File: config.mk
export PLATFORM = sky130hd
export DESIGN_NAME = pkcs7_pad_unpad_core_flat
export DESIGN_NICKNAME = d
export VERILOG_FILES = /design/src/hw/rtl/pkcs7pu_pkg.sv /design/src/hw/rtl/pkcs7pu_req_if.sv /design/src/hw/rtl/pkcs7pu_rsp_if.sv /design/src/hw/rtl/pkcs7_pad_unpad_core.sv /design/src/hw/rtl/pkcs7pu_ram.sv /design/src/hw/rtl/pkcs7pu_front.sv /design/src/hw/rtl/pkcs7pu_queue.sv /design/src/hw/rtl/pkcs7pu_back.sv /design/src/flat_wrapper.sv
export SDC_FILE = /design/constraint.sdc
export NUM_CORES = 1
export LEC_CHECK = 0
export BUFFER_PORTS_ARGS = -buffer_cell sky130_fd_sc_hd__buf_2
export CORE_MARGIN = 2
export CORE_UTILIZATION = 45
export DETAILED_ROUTE_END_ITERATION = 16
export PLACE_DENSITY = 0.66
export SETUP_SLACK_MARGIN = 0.1
export SYNTH_ARGS = -nofsm -noshare
export SYNTH_HDL_FRONTEND = slang
export SYNTH_HIERARCHICAL = 1
export SYNTH_SLANG_ARGS = --single-unit
File: constraint.sdc
create_clock -name clock -period 8.55 [get_ports clock]
set_clock_uncertainty 0.05 [all_clocks]
set_input_delay 0.855 -clock clock [delete_from_list [all_inputs] [get_ports clock]]
set_output_delay 0.855 -clock clock [all_outputs]
set_load 0.01 [all_outputs]
File: src/hw/rtl/pkcs7pu_pkg.sv
`timescale 1ns / 1ps
// ----------------------------------------------------------------------------
// pkcs7pu_pkg: shared types and constants of the PKCS#7 pad/unpad core
// Holds the command item passed from the front end to the back end, the
// back-end state encoding and the status codes of the result channel.
// ----------------------------------------------------------------------------
package pkcs7pu_pkg;

   localparam int BLOCK_BYTES_DEFAULT = 16;

   // Widest ring index and pad count over the supported block sizes (2..128).
   localparam int IDX_MAX_W   = 7;
   localparam int COUNT_MAX_W = 8;

   // Command queue between the front and back ends.
   localparam int QUEUE_DEPTH = 2;
   localparam int QPTR_W      = 1;

   localparam logic [1:0] STATUS_OK          = 2'd0;
   localparam logic [1:0] STATUS_BAD_LENGTH  = 2'd1;
   localparam logic [1:0] STATUS_BAD_VALUE   = 2'd2;
   localparam logic [1:0] STATUS_BAD_CONTENT = 2'd3;

   typedef enum logic [1:0] {
      CMD_PASS,
      CMD_PAD_LAST,
      CMD_PUSH,
      CMD_UNPAD_LAST
   } cmd_kind_type;

   typedef struct packed {
      cmd_kind_type           kind;
      logic                   evict;
      logic                   bad_len;
      logic [7:0]             data;
      logic [IDX_MAX_W-1:0]   addr;
      logic [IDX_MAX_W-1:0]   base;
      logic [COUNT_MAX_W-1:0] count;
   } cmd_type;

   typedef enum logic [2:0] {
      ST_IDLE,
      ST_PAD,
      ST_EVICT,
      ST_VERDICT,
      ST_CMP,
      ST_RESULT,
      ST_OUT
   } back_state_type;

endpackage

File: src/hw/rtl/pkcs7pu_req_if.sv
`timescale 1ns / 1ps
// ----------------------------------------------------------------------------
// pkcs7pu_req_if: input byte channel
// Valid/ready channel carrying one message byte and its last-byte flag.
// ----------------------------------------------------------------------------
interface pkcs7pu_req_if;
   logic       valid;
   logic       ready;
   logic [7:0] data_byte;
   logic       last_byte;

   modport source (output valid, output data_byte, output last_byte, input ready);
   modport sink   (input valid, input data_byte, input last_byte, output ready);
endinterface

File: src/hw/rtl/pkcs7pu_rsp_if.sv
`timescale 1ns / 1ps
// ----------------------------------------------------------------------------
// pkcs7pu_rsp_if: result channel
// Valid/ready channel carrying one output byte or a status-only result.
// ----------------------------------------------------------------------------
interface pkcs7pu_rsp_if;
   logic       valid;
   logic       ready;
   logic [7:0] out_byte;
   logic       byte_valid;
   logic       out_last;
   logic [1:0] status;

   modport source (output valid, output out_byte, output byte_valid, output out_last,
                   output status, input ready);
   modport sink   (input valid, input out_byte, input byte_valid, input out_last,
                   input status, output ready);
endinterface

File: src/hw/rtl/pkcs7_pad_unpad_core.sv
`timescale 1ns / 1ps
// ----------------------------------------------------------------------------
// pkcs7_pad_unpad_core: PKCS#7 pad / unpad stream core
// Adds or checks and strips block padding on a byte stream, mode set by CSR.
// ----------------------------------------------------------------------------
// Usage:
// Bytes enter on req_ch with a last-byte flag; results leave on rsp_ch, each
// either a data byte or, at the end of an unpad message, a status-only item.
// The one-bit mode register is written through csr_wr_en / csr_wr_data; the
// user must write it only while the core is idle (the core does not enforce
// this), and every write also drops any partial message. A passed byte goes
// through the command queue and the output register to rsp_ch. Throughput,
// while the receiver is ready: pad mode takes one item per cycle and follows
// the final byte with its 1 to BLOCK_BYTES pad bytes at one per cycle. Unpad
// mode takes one item per cycle until the tail ring is full; then the back
// end fetches each evicted byte through the registered RAM read port and
// emits it before it takes the next item. At the end of an unpad message the
// pad check reads a ring entry per cycle; the kept bytes follow one per cycle.
// Reset clears all control state and selects pad mode; ring contents stay
// undefined, which is harmless since only bytes of the current message are
// ever read. When the receiver stalls, the output register holds its item,
// the command queue absorbs up to two items, and then req_ch.ready drops.
// ----------------------------------------------------------------------------
module pkcs7_pad_unpad_core
   import pkcs7pu_pkg::*;
#(
   parameter int BLOCK_BYTES = BLOCK_BYTES_DEFAULT
) (
   input  logic          clock,
   input  logic          reset,
   pkcs7pu_req_if.sink   req_ch,
   pkcs7pu_rsp_if.source rsp_ch,
   input  logic          csr_wr_en,
   input  logic          csr_wr_data
);

   // Commands from the classifier into the queue.
   logic    front_valid;
   logic    front_ready;
   cmd_type front_cmd;

   // Commands from the queue into the executor.
   logic    back_valid;
   logic    back_ready;
   cmd_type back_cmd;

   // The front end tracks length and ring occupancy and owns the mode bit.
   pkcs7pu_front #(
      .BLOCK_BYTES (BLOCK_BYTES)
   ) u_front (
      .clock       (clock),
      .reset       (reset),
      .req_ch      (req_ch),
      .csr_wr_en   (csr_wr_en),
      .csr_wr_data (csr_wr_data),
      .cmd_valid   (front_valid),
      .cmd_ready   (front_ready),
      .cmd         (front_cmd)
   );

   // The queue lets input keep flowing while the back end emits a burst.
   pkcs7pu_queue u_queue (
      .clock     (clock),
      .reset     (reset),
      .in_valid  (front_valid),
      .in_ready  (front_ready),
      .in_cmd    (front_cmd),
      .out_valid (back_valid),
      .out_ready (back_ready),
      .out_cmd   (back_cmd)
   );

   // The back end holds the tail ring and drives the output register.
   pkcs7pu_back #(
      .BLOCK_BYTES (BLOCK_BYTES)
   ) u_back (
      .clock   (clock),
      .reset   (reset),
      .q_valid (back_valid),
      .q_ready (back_ready),
      .q_cmd   (back_cmd),
      .rsp_ch  (rsp_ch)
   );

endmodule

File: src/hw/rtl/pkcs7pu_ram.sv
`timescale 1ns / 1ps
// ----------------------------------------------------------------------------
// pkcs7pu_ram: generic simple dual-port RAM
// One write port and one read port with registered read data. A read and a
// write to the same address in one cycle return the old contents.
// ----------------------------------------------------------------------------
module pkcs7pu_ram #(
   parameter int WIDTH = 8,
   parameter int DEPTH = 16
) (
   input  logic                     clock,
   input  logic                     wr_en,
   input  logic [$clog2(DEPTH)-1:0] wr_addr,
   input  logic [WIDTH-1:0]         wr_data,
   input  logic                     rd_en,
   input  logic [$clog2(DEPTH)-1:0] rd_addr,
   output logic [WIDTH-1:0]         rd_data
);

   logic [WIDTH-1:0] mem_ff [DEPTH];
   logic [WIDTH-1:0] rd_data_ff;

   always_ff @(posedge clock) begin
      if (wr_en) begin
         mem_ff[wr_addr] <= wr_data;
      end
      if (rd_en) begin
         rd_data_ff <= mem_ff[rd_addr];
      end
   end

   assign rd_data = rd_data_ff;

endmodule

File: src/hw/rtl/pkcs7pu_front.sv
`timescale 1ns / 1ps
// ----------------------------------------------------------------------------
// pkcs7pu_front: input classifier
// Accepts bytes, tracks the message length and ring occupancy, and turns
// each byte into a command for the back end.
// ----------------------------------------------------------------------------
module pkcs7pu_front
   import pkcs7pu_pkg::*;
#(
   parameter int BLOCK_BYTES = BLOCK_BYTES_DEFAULT
) (
   input  logic               clock,
   input  logic               reset,
   pkcs7pu_req_if.sink        req_ch,
   input  logic               csr_wr_en,
   input  logic               csr_wr_data,
   output logic               cmd_valid,
   input  logic               cmd_ready,
   output cmd_type            cmd
);

   localparam int IW = $clog2(BLOCK_BYTES);
   localparam int FW = $clog2(BLOCK_BYTES + 1);

   logic          mode_ff, mode_in;
   logic [IW-1:0] len_ff, len_in;
   logic [IW-1:0] ptr_ff, ptr_in;
   logic [FW-1:0] fill_ff, fill_in;

   logic          accept;
   logic [IW-1:0] len_inc;
   logic [IW-1:0] ptr_inc;
   logic          full;
   logic [FW-1:0] fill_next;
   logic [IW:0]   wr_sum;
   logic [IW-1:0] wr_addr;

   assign accept        = req_ch.valid && cmd_ready;
   assign req_ch.ready  = cmd_ready;
   assign cmd_valid     = req_ch.valid;

   assign len_inc   = (len_ff == IW'(BLOCK_BYTES - 1)) ? '0 : len_ff + 1'b1;
   assign ptr_inc   = (ptr_ff == IW'(BLOCK_BYTES - 1)) ? '0 : ptr_ff + 1'b1;
   assign full      = (fill_ff == FW'(BLOCK_BYTES));
   assign fill_next = full ? fill_ff : fill_ff + 1'b1;
   assign wr_sum    = (IW + 1)'(ptr_ff) + (IW + 1)'(fill_ff);
   assign wr_addr   = (wr_sum >= (IW + 1)'(BLOCK_BYTES))
                      ? IW'(wr_sum - (IW + 1)'(BLOCK_BYTES)) : wr_sum[IW-1:0];

   always_comb begin
      cmd         = '0;
      cmd.data    = req_ch.data_byte;
      mode_in     = mode_ff;
      len_in      = len_ff;
      ptr_in      = ptr_ff;
      fill_in     = fill_ff;

      if (mode_ff == 1'b0) begin
         cmd.kind  = req_ch.last_byte ? CMD_PAD_LAST : CMD_PASS;
         cmd.count = COUNT_MAX_W'(FW'(BLOCK_BYTES) - FW'(len_inc));
      end else begin
         cmd.kind    = req_ch.last_byte ? CMD_UNPAD_LAST : CMD_PUSH;
         cmd.evict   = full;
         cmd.addr    = IDX_MAX_W'(full ? ptr_ff : wr_addr);
         cmd.base    = IDX_MAX_W'(full ? ptr_inc : ptr_ff);
         cmd.bad_len = (len_inc != '0) || (fill_next != FW'(BLOCK_BYTES));
      end

      if (accept) begin
         len_in = len_inc;
         if (mode_ff == 1'b1) begin
            fill_in = fill_next;
            if (full) begin
               ptr_in = ptr_inc;
            end
         end
         if (req_ch.last_byte) begin
            len_in  = '0;
            ptr_in  = '0;
            fill_in = '0;
         end
      end

      // A mode write drops any partial message.
      if (csr_wr_en) begin
         mode_in = csr_wr_data;
         len_in  = '0;
         ptr_in  = '0;
         fill_in = '0;
      end
   end

   always_ff @(posedge clock) begin
      if (reset) begin
         mode_ff <= 1'b0;
         len_ff  <= '0;
         ptr_ff  <= '0;
         fill_ff <= '0;
      end else begin
         mode_ff <= mode_in;
         len_ff  <= len_in;
         ptr_ff  <= ptr_in;
         fill_ff <= fill_in;
      end
   end

endmodule

File: src/hw/rtl/pkcs7pu_queue.sv
`timescale 1ns / 1ps
// ----------------------------------------------------------------------------
// pkcs7pu_queue: command queue
// Small register FIFO that decouples the front end from the back end.
// ----------------------------------------------------------------------------
module pkcs7pu_queue
   import pkcs7pu_pkg::*;
(
   input  logic    clock,
   input  logic    reset,
   input  logic    in_valid,
   output logic    in_ready,
   input  cmd_type in_cmd,
   output logic    out_valid,
   input  logic    out_ready,
   output cmd_type out_cmd
);

   cmd_type           entry_ff [QUEUE_DEPTH];
   logic [QPTR_W-1:0] wr_ptr_ff, wr_ptr_in;
   logic [QPTR_W-1:0] rd_ptr_ff, rd_ptr_in;
   logic [QPTR_W:0]   count_ff, count_in;
   logic              push;
   logic              pop;

   assign in_ready  = (count_ff != (QPTR_W + 1)'(QUEUE_DEPTH));
   assign out_valid = (count_ff != '0);
   assign out_cmd   = entry_ff[rd_ptr_ff];
   assign push      = in_valid && in_ready;
   assign pop       = out_valid && out_ready;

   always_comb begin
      wr_ptr_in = push ? wr_ptr_ff + 1'b1 : wr_ptr_ff;
      rd_ptr_in = pop ? rd_ptr_ff + 1'b1 : rd_ptr_ff;
      count_in  = count_ff;
      if (push && !pop) begin
         count_in = count_ff + 1'b1;
      end else if (pop && !push) begin
         count_in = count_ff - 1'b1;
      end
   end

   always_ff @(posedge clock) begin
      if (reset) begin
         wr_ptr_ff <= '0;
         rd_ptr_ff <= '0;
         count_ff  <= '0;
      end else begin
         wr_ptr_ff <= wr_ptr_in;
         rd_ptr_ff <= rd_ptr_in;
         count_ff  <= count_in;
      end
   end

   always_ff @(posedge clock) begin
      if (push) begin
         entry_ff[wr_ptr_ff] <= in_cmd;
      end
   end

endmodule

File: src/hw/rtl/pkcs7pu_back.sv
`timescale 1ns / 1ps
// ----------------------------------------------------------------------------
// pkcs7pu_back: command executor
// Runs the commands: passes bytes, emits pad bursts, keeps the tail ring in
// a RAM, checks the padding and releases the unpadded tail.
// ----------------------------------------------------------------------------
module pkcs7pu_back
   import pkcs7pu_pkg::*;
#(
   parameter int BLOCK_BYTES = BLOCK_BYTES_DEFAULT
) (
   input  logic          clock,
   input  logic          reset,
   input  logic          q_valid,
   output logic          q_ready,
   input  cmd_type       q_cmd,
   pkcs7pu_rsp_if.source rsp_ch
);

   localparam int IW = $clog2(BLOCK_BYTES);
   localparam int CW = $clog2(BLOCK_BYTES + 1);

   back_state_type state_ff, state_in;
   logic [IW-1:0]  idx_ff, idx_in;
   logic [IW-1:0]  keep_ff, keep_in;
   logic [IW-1:0]  base_ff, base_in;
   logic [CW-1:0]  cnt_ff, cnt_in;
   logic [7:0]     data_ff, data_in;
   logic           bad_len_ff, bad_len_in;
   logic           last_ff, last_in;
   logic           mismatch_ff, mismatch_in;

   logic           out_valid_ff;
   logic [7:0]     out_byte_ff;
   logic           byte_valid_ff;
   logic           out_last_ff;
   logic [1:0]     status_ff;

   logic           out_free;
   logic           emit;
   logic [7:0]     emit_byte;
   logic           emit_bv;
   logic           emit_last;
   logic [1:0]     emit_status;

   logic           ram_we;
   logic           ram_re;
   logic           rd_sel_cmd;
   logic [IW-1:0]  rd_idx;
   logic [IW:0]    ring_sum;
   logic [IW-1:0]  ring_addr;
   logic [IW-1:0]  ram_rd_addr;
   logic [7:0]     ram_rd_data;
   logic [8:0]     keep_wide;
   logic           pad_bad;

   assign out_free  = !out_valid_ff || rsp_ch.ready;
   assign ring_sum  = (IW + 1)'(base_ff) + (IW + 1)'(rd_idx);
   assign ring_addr = (ring_sum >= (IW + 1)'(BLOCK_BYTES))
                      ? IW'(ring_sum - (IW + 1)'(BLOCK_BYTES)) : ring_sum[IW-1:0];
   assign ram_rd_addr = rd_sel_cmd ? q_cmd.addr[IW-1:0] : ring_addr;
   assign keep_wide = 9'(BLOCK_BYTES) - {1'b0, data_ff};
   assign pad_bad   = (data_ff == 8'd0) || ({1'b0, data_ff} > 9'(BLOCK_BYTES));

   pkcs7pu_ram #(
      .WIDTH (8),
      .DEPTH (BLOCK_BYTES)
   ) u_ring (
      .clock   (clock),
      .wr_en   (ram_we),
      .wr_addr (q_cmd.addr[IW-1:0]),
      .wr_data (q_cmd.data),
      .rd_en   (ram_re),
      .rd_addr (ram_rd_addr),
      .rd_data (ram_rd_data)
   );

   always_comb begin
      state_in    = state_ff;
      idx_in      = idx_ff;
      keep_in     = keep_ff;
      base_in     = base_ff;
      cnt_in      = cnt_ff;
      data_in     = data_ff;
      bad_len_in  = bad_len_ff;
      last_in     = last_ff;
      mismatch_in = mismatch_ff;
      q_ready     = 1'b0;
      ram_we      = 1'b0;
      ram_re      = 1'b0;
      rd_sel_cmd  = 1'b0;
      rd_idx      = idx_ff;
      emit        = 1'b0;
      emit_byte   = 8'd0;
      emit_bv     = 1'b0;
      emit_last   = 1'b0;
      emit_status = STATUS_OK;

      unique case (state_ff)
         ST_IDLE: begin
            if (q_valid) begin
               unique case (q_cmd.kind)
                  CMD_PASS: begin
                     if (out_free) begin
                        emit      = 1'b1;
                        emit_byte = q_cmd.data;
                        emit_bv   = 1'b1;
                        q_ready   = 1'b1;
                     end
                  end
                  CMD_PAD_LAST: begin
                     if (out_free) begin
                        emit      = 1'b1;
                        emit_byte = q_cmd.data;
                        emit_bv   = 1'b1;
                        q_ready   = 1'b1;
                        data_in   = q_cmd.count[7:0];
                        cnt_in    = CW'(q_cmd.count);
                        state_in  = ST_PAD;
                     end
                  end
                  CMD_PUSH, CMD_UNPAD_LAST: begin
                     q_ready    = 1'b1;
                     ram_we     = 1'b1;
                     base_in    = q_cmd.base[IW-1:0];
                     bad_len_in = q_cmd.bad_len;
                     data_in    = q_cmd.data;
                     last_in    = (q_cmd.kind == CMD_UNPAD_LAST);
                     if (q_cmd.evict) begin
                        // Fetch the oldest byte in the same cycle it is overwritten.
                        ram_re     = 1'b1;
                        rd_sel_cmd = 1'b1;
                        state_in   = ST_EVICT;
                     end else if (q_cmd.kind == CMD_UNPAD_LAST) begin
                        state_in = ST_VERDICT;
                     end
                  end
                  default: begin
                     state_in = ST_IDLE;
                  end
               endcase
            end
         end
         ST_PAD: begin
            if (out_free) begin
               emit      = 1'b1;
               emit_byte = data_ff;
               emit_bv   = 1'b1;
               emit_last = (cnt_ff == CW'(1));
               cnt_in    = cnt_ff - 1'b1;
               if (cnt_ff == CW'(1)) begin
                  state_in = ST_IDLE;
               end
            end
         end
         ST_EVICT: begin
            if (out_free) begin
               emit      = 1'b1;
               emit_byte = ram_rd_data;
               emit_bv   = 1'b1;
               state_in  = last_ff ? ST_VERDICT : ST_IDLE;
            end
         end
         ST_VERDICT: begin
            if (bad_len_ff) begin
               if (out_free) begin
                  emit        = 1'b1;
                  emit_last   = 1'b1;
                  emit_status = STATUS_BAD_LENGTH;
                  state_in    = ST_IDLE;
               end
            end else if (pad_bad) begin
               if (out_free) begin
                  emit        = 1'b1;
                  emit_last   = 1'b1;
                  emit_status = STATUS_BAD_VALUE;
                  state_in    = ST_IDLE;
               end
            end else begin
               keep_in     = keep_wide[IW-1:0];
               idx_in      = keep_wide[IW-1:0];
               rd_idx      = keep_wide[IW-1:0];
               ram_re      = 1'b1;
               mismatch_in = 1'b0;
               state_in    = ST_CMP;
            end
         end
         ST_CMP: begin
            // One pad byte compared per cycle while the next one is read.
            if (ram_rd_data != data_ff) begin
               mismatch_in = 1'b1;
            end
            if (idx_ff == IW'(BLOCK_BYTES - 1)) begin
               state_in = ST_RESULT;
            end else begin
               rd_idx = idx_ff + 1'b1;
               idx_in = idx_ff + 1'b1;
               ram_re = 1'b1;
            end
         end
         ST_RESULT: begin
            if (mismatch_ff) begin
               if (out_free) begin
                  emit        = 1'b1;
                  emit_last   = 1'b1;
                  emit_status = STATUS_BAD_CONTENT;
                  state_in    = ST_IDLE;
               end
            end else if (keep_ff == '0) begin
               if (out_free) begin
                  emit      = 1'b1;
                  emit_last = 1'b1;
                  state_in  = ST_IDLE;
               end
            end else begin
               rd_idx   = '0;
               idx_in   = '0;
               ram_re   = 1'b1;
               state_in = ST_OUT;
            end
         end
         ST_OUT: begin
            if (out_free) begin
               emit      = 1'b1;
               emit_byte = ram_rd_data;
               emit_bv   = 1'b1;
               emit_last = (idx_ff == keep_ff - 1'b1);
               if (idx_ff == keep_ff - 1'b1) begin
                  state_in = ST_IDLE;
               end else begin
                  rd_idx = idx_ff + 1'b1;
                  idx_in = idx_ff + 1'b1;
                  ram_re = 1'b1;
               end
            end
         end
         default: begin
            state_in = ST_IDLE;
         end
      endcase
   end

   always_ff @(posedge clock) begin
      if (reset) begin
         state_ff     <= ST_IDLE;
         out_valid_ff <= 1'b0;
      end else begin
         state_ff <= state_in;
         if (emit) begin
            out_valid_ff <= 1'b1;
         end else if (rsp_ch.ready) begin
            out_valid_ff <= 1'b0;
         end
      end
   end

   always_ff @(posedge clock) begin
      idx_ff      <= idx_in;
      keep_ff     <= keep_in;
      base_ff     <= base_in;
      cnt_ff      <= cnt_in;
      data_ff     <= data_in;
      bad_len_ff  <= bad_len_in;
      last_ff     <= last_in;
      mismatch_ff <= mismatch_in;
      if (emit) begin
         out_byte_ff   <= emit_byte;
         byte_valid_ff <= emit_bv;
         out_last_ff   <= emit_last;
         status_ff     <= emit_status;
      end
   end

   assign rsp_ch.valid      = out_valid_ff;
   assign rsp_ch.out_byte   = out_byte_ff;
   assign rsp_ch.byte_valid = byte_valid_ff;
   assign rsp_ch.out_last   = out_last_ff;
   assign rsp_ch.status     = status_ff;

endmodule

File: src/flat_wrapper.sv
// flat-port wrapper written by rule: the top's interface ports become plain ports
module pkcs7_pad_unpad_core_flat import pkcs7pu_pkg::*;
#(
   parameter int BLOCK_BYTES = BLOCK_BYTES_DEFAULT
)
  (clock, reset, csr_wr_en, csr_wr_data, req_ch_valid, req_ch_data_byte, req_ch_last_byte, req_ch_ready, rsp_ch_valid, rsp_ch_out_byte, rsp_ch_byte_valid, rsp_ch_out_last, rsp_ch_status, rsp_ch_ready);
  pkcs7pu_req_if req_ch_i ();
  pkcs7pu_rsp_if rsp_ch_i ();
  input  logic clock;
  input  logic reset;
  input  logic csr_wr_en;
  input  logic csr_wr_data;
  input wire logic [$bits(req_ch_i.valid)-1:0] req_ch_valid;
  input wire logic [$bits(req_ch_i.data_byte)-1:0] req_ch_data_byte;
  input wire logic [$bits(req_ch_i.last_byte)-1:0] req_ch_last_byte;
  output wire logic [$bits(req_ch_i.ready)-1:0] req_ch_ready;
  output wire logic [$bits(rsp_ch_i.valid)-1:0] rsp_ch_valid;
  output wire logic [$bits(rsp_ch_i.out_byte)-1:0] rsp_ch_out_byte;
  output wire logic [$bits(rsp_ch_i.byte_valid)-1:0] rsp_ch_byte_valid;
  output wire logic [$bits(rsp_ch_i.out_last)-1:0] rsp_ch_out_last;
  output wire logic [$bits(rsp_ch_i.status)-1:0] rsp_ch_status;
  input wire logic [$bits(rsp_ch_i.ready)-1:0] rsp_ch_ready;
  assign req_ch_i.valid = req_ch_valid;
  assign req_ch_i.data_byte = req_ch_data_byte;
  assign req_ch_i.last_byte = req_ch_last_byte;
  assign req_ch_ready = req_ch_i.ready;
  assign rsp_ch_valid = rsp_ch_i.valid;
  assign rsp_ch_out_byte = rsp_ch_i.out_byte;
  assign rsp_ch_byte_valid = rsp_ch_i.byte_valid;
  assign rsp_ch_out_last = rsp_ch_i.out_last;
  assign rsp_ch_status = rsp_ch_i.status;
  assign rsp_ch_i.ready = rsp_ch_ready;
  pkcs7_pad_unpad_core #(.BLOCK_BYTES(BLOCK_BYTES)) u_core (.clock(clock), .reset(reset), .req_ch(req_ch_i), .rsp_ch(rsp_ch_i), .csr_wr_en(csr_wr_en), .csr_wr_data(csr_wr_data));
endmodule
==> impl_metrics.json <==
{
  "global_route.usage.met3_pct": 3.16,
  "timing_hold_violations_final": 0,
  "seqCellArea_sq_mm": 0.00739,
  "slew_headroom_pct": 14.5,
  "clock-root-buffer": "clkbuf_16",
  "cts_tree": "yes",
  "routabilityCongestion": 0.840,
  "core-area_sq_mm": 0.0251,
  "first_global_vias": 6250,
  "yosysWarningCount": 6,
  "fin_setup_tns_ps": 0,
  "fp.dieArea_sq_mm": 0.0268,
  "global_route.usage.met1_pct": 23.1,
  "finalPower_mw": 4.19,
  "wire_per_inst_um": 18.9,
  "floorplan.rows": 58,
  "antenna_found_initial": 0,
  "overflow": 0,
  "drt_first_iter_violations": 661,
  "tightest_slew_ps": 1270,
  "period_needed_ps": 4750,
  "drt-vias-per-instance": 5.60,
  "num_antenna_cells": 0,
  "antenna_left": 0,
  "chip_height_um": 164,
  "groute.layer.met2.usage_pct": 26.9,
  "grt_max_degree": 33,
  "outcome": "completed",
  "die-width_um": 164,
  "timing.critical_path.to_type": "flop",
  "crit_path_start_kind": "flop",
  "vdd_ir_drop_max_uv": 206,
  "cts.clk_slew.worst_paths_ps": 60,
  "wire_length_of_the_first_global_routing_pass_mm": 34.7,
  "cts_hold_buf": 0,
  "place.port_buffers": 28,
  "detailroute.via_count": 6405,
  "hold_path.class": "reg -> reg",
  "wirelength_mm": 21.7,
  "groute.usage.overall_pct": 16.6,
  "cts.path.max_buffers": 3,
  "multi_input_comb_area_sq_mm": 0.00370,
  "setup_viol": 0,
  "worstSkewPairLatency_ps": 530,
  "max_cap_viol_count": 0,
  "gr-max-usage-layer": "met2",
  "fmax_ghz": 0.210,
  "cts.htree.levels": 1,
  "netlist_instances": 784,
  "postCtsSetupBuffers": 0,
  "maxSlewViolCount": 0,
  "drc": 0,
  "cts_inserted_buffers": 26,
  "top_level_ports": 29,
  "first_pass_detailed_route_iteration_total": 5,
  "cellPowerDensity_mw_per_mm2": 333,
  "post_route_cells_drive_above_1_share_pct": 18.3,
  "areaGrowthSynthToFinish_pct": 9.57,
  "post_synth_instance_area_sq_mm": 0.0115,
  "post-dp-hpwl_mm": 14.5,
  "starting_density_of_the_core_pct": 45.7,
  "worstPathRequired_ps": 8760,
  "finalNetCount": 831,
  "total_leakage_power_nw": 4.22,
  "grt_setup_unrepaired": "false",
  "crit_fanout": 32,
  "synth_area_per_cell_sq_um": 14.6,
  "min_period_over_period_pct": 55.6,
  "path_class": "reg -> reg",
  "worstPathArrival_ps": 4970,
  "sink_count": 255,
  "final.fill_count": 2113,
  "cts-resized-gates": 0
}
-- final timing paths --
| check | cells past startpoint | from | endpoint | slack [ps] |
|---|---|---|---|---|
| worst max-delay path | 14 | u_core/u_back/data_ff[0] | u_core/u_back/u_ring/rd_data[4] | 3800 |
| worst min-delay path | 2 | u_core/u_queue/rd_ptr_ff | flop | 460 |
| worst max register to register | 14 | u_core/u_back/data_ff[0] | u_core/u_back/u_ring/rd_data[4] | 3800 |
| worst min register to register | 2 | u_core/u_queue/rd_ptr_ff | flop | 460 |
-- registers in the layout, indices dropped and copies added, names as in the netlist, 2 cells and up, named ones only --
name and cells:
u_core/u_back/idx_ff 4, u_core/u_queue/count_ff 2, u_core/u_back/base_ff 4, u_core/u_front/len_ff 4
u_core/u_back/rsp_ch.status 2, u_core/u_back/cnt_ff 5, u_core/u_back/state_ff 3, u_core/u_front/fill_ff 5
u_core/u_back/u_ring/mem_ff 128, u_core/u_queue/entry_ff 56, u_core/u_back/u_ring/rd_data 8, u_core/u_back/data_ff 8
u_core/u_back/keep_ff 4, u_core/u_back/rsp_ch.out_byte 8, u_core/u_front/ptr_ff 4
-- routing by layer --
metal / wire (um) / up-vias
li1: - / 3041
met1: 9850 / 3166
met2: 10300 / 165
met3: 1060 / 33
met4: 425 / 0
met5: 0 / -
-- cell usage in the layout (no fill, tap or decap), types with 8 or more instances in the layout --
cell type and n:
nor2_1 60, mux2_2 38, mux4_2 18, a32oi_1 8, buf_2 28, buf_4 8
nor3_1 14, inv_1 16, a21oi_1 39, edfxtp_1 228, a22oi_1 19, nand2_1 45
clkbuf_16 28, mux4_1 14, xnor2_1 22, nand2b_1 8, ha_1 17, nor2b_1 9
dfxtp_1 27, a31oi_1 9, nand3_1 13, o21ai_0 28
-- report_power, final --
part,internal (mW),total (mW),switching [mW]
clock,0.604,1.06,0.452
sequential,1.66,1.75,0.0893
combinational,0.570,1.39,0.817
total,2.84,4.19,1.36
-- critical path, stage by stage (launching register included) --
cell	delay (ps)
edfxtp_1	480
inv_1	100
ha_1	170
nor3b_1	230
xnor2_1	210
a211oi_1	150
nor2_1	330
nand4_1	190
a221o_1	370
ha_1	230
fa_1	500
mux2_2	710
mux4_2	400
a22oi_1	250
nand2_1	100
-- stage by stage --
stage	setup slack, ps	instance area, sq um	utilization [%]	hold WS (ps)	cells
2_1_floorplan	4480	11500	-	421	786
3_3_place_gp	3920	11800	46.9	433	1099
4_1_cts	3820	12600	50.1	444	1144
6_report	3800	12600	50.1	462	1144
3_5_place_dp	3840	11800	46.9	444	1099
5_1_grt	3430	12600	50.1	451	1144
-- final cells by class --
| class | instances | area share, % |
|---|---|---|
| clock inverter | 13 | 0.667 |
| sequential | 255 | 58.7 |
| inverter | 19 | 0.567 |
| clock buffer | 32 | 5.77 |
| tap | 330 | 3.28 |
| timing repair buffer | 36 | 1.59 |
| multi-input combinational | 459 | 29.4 |
Note: power is estimated with default switching activity, not from simulation.
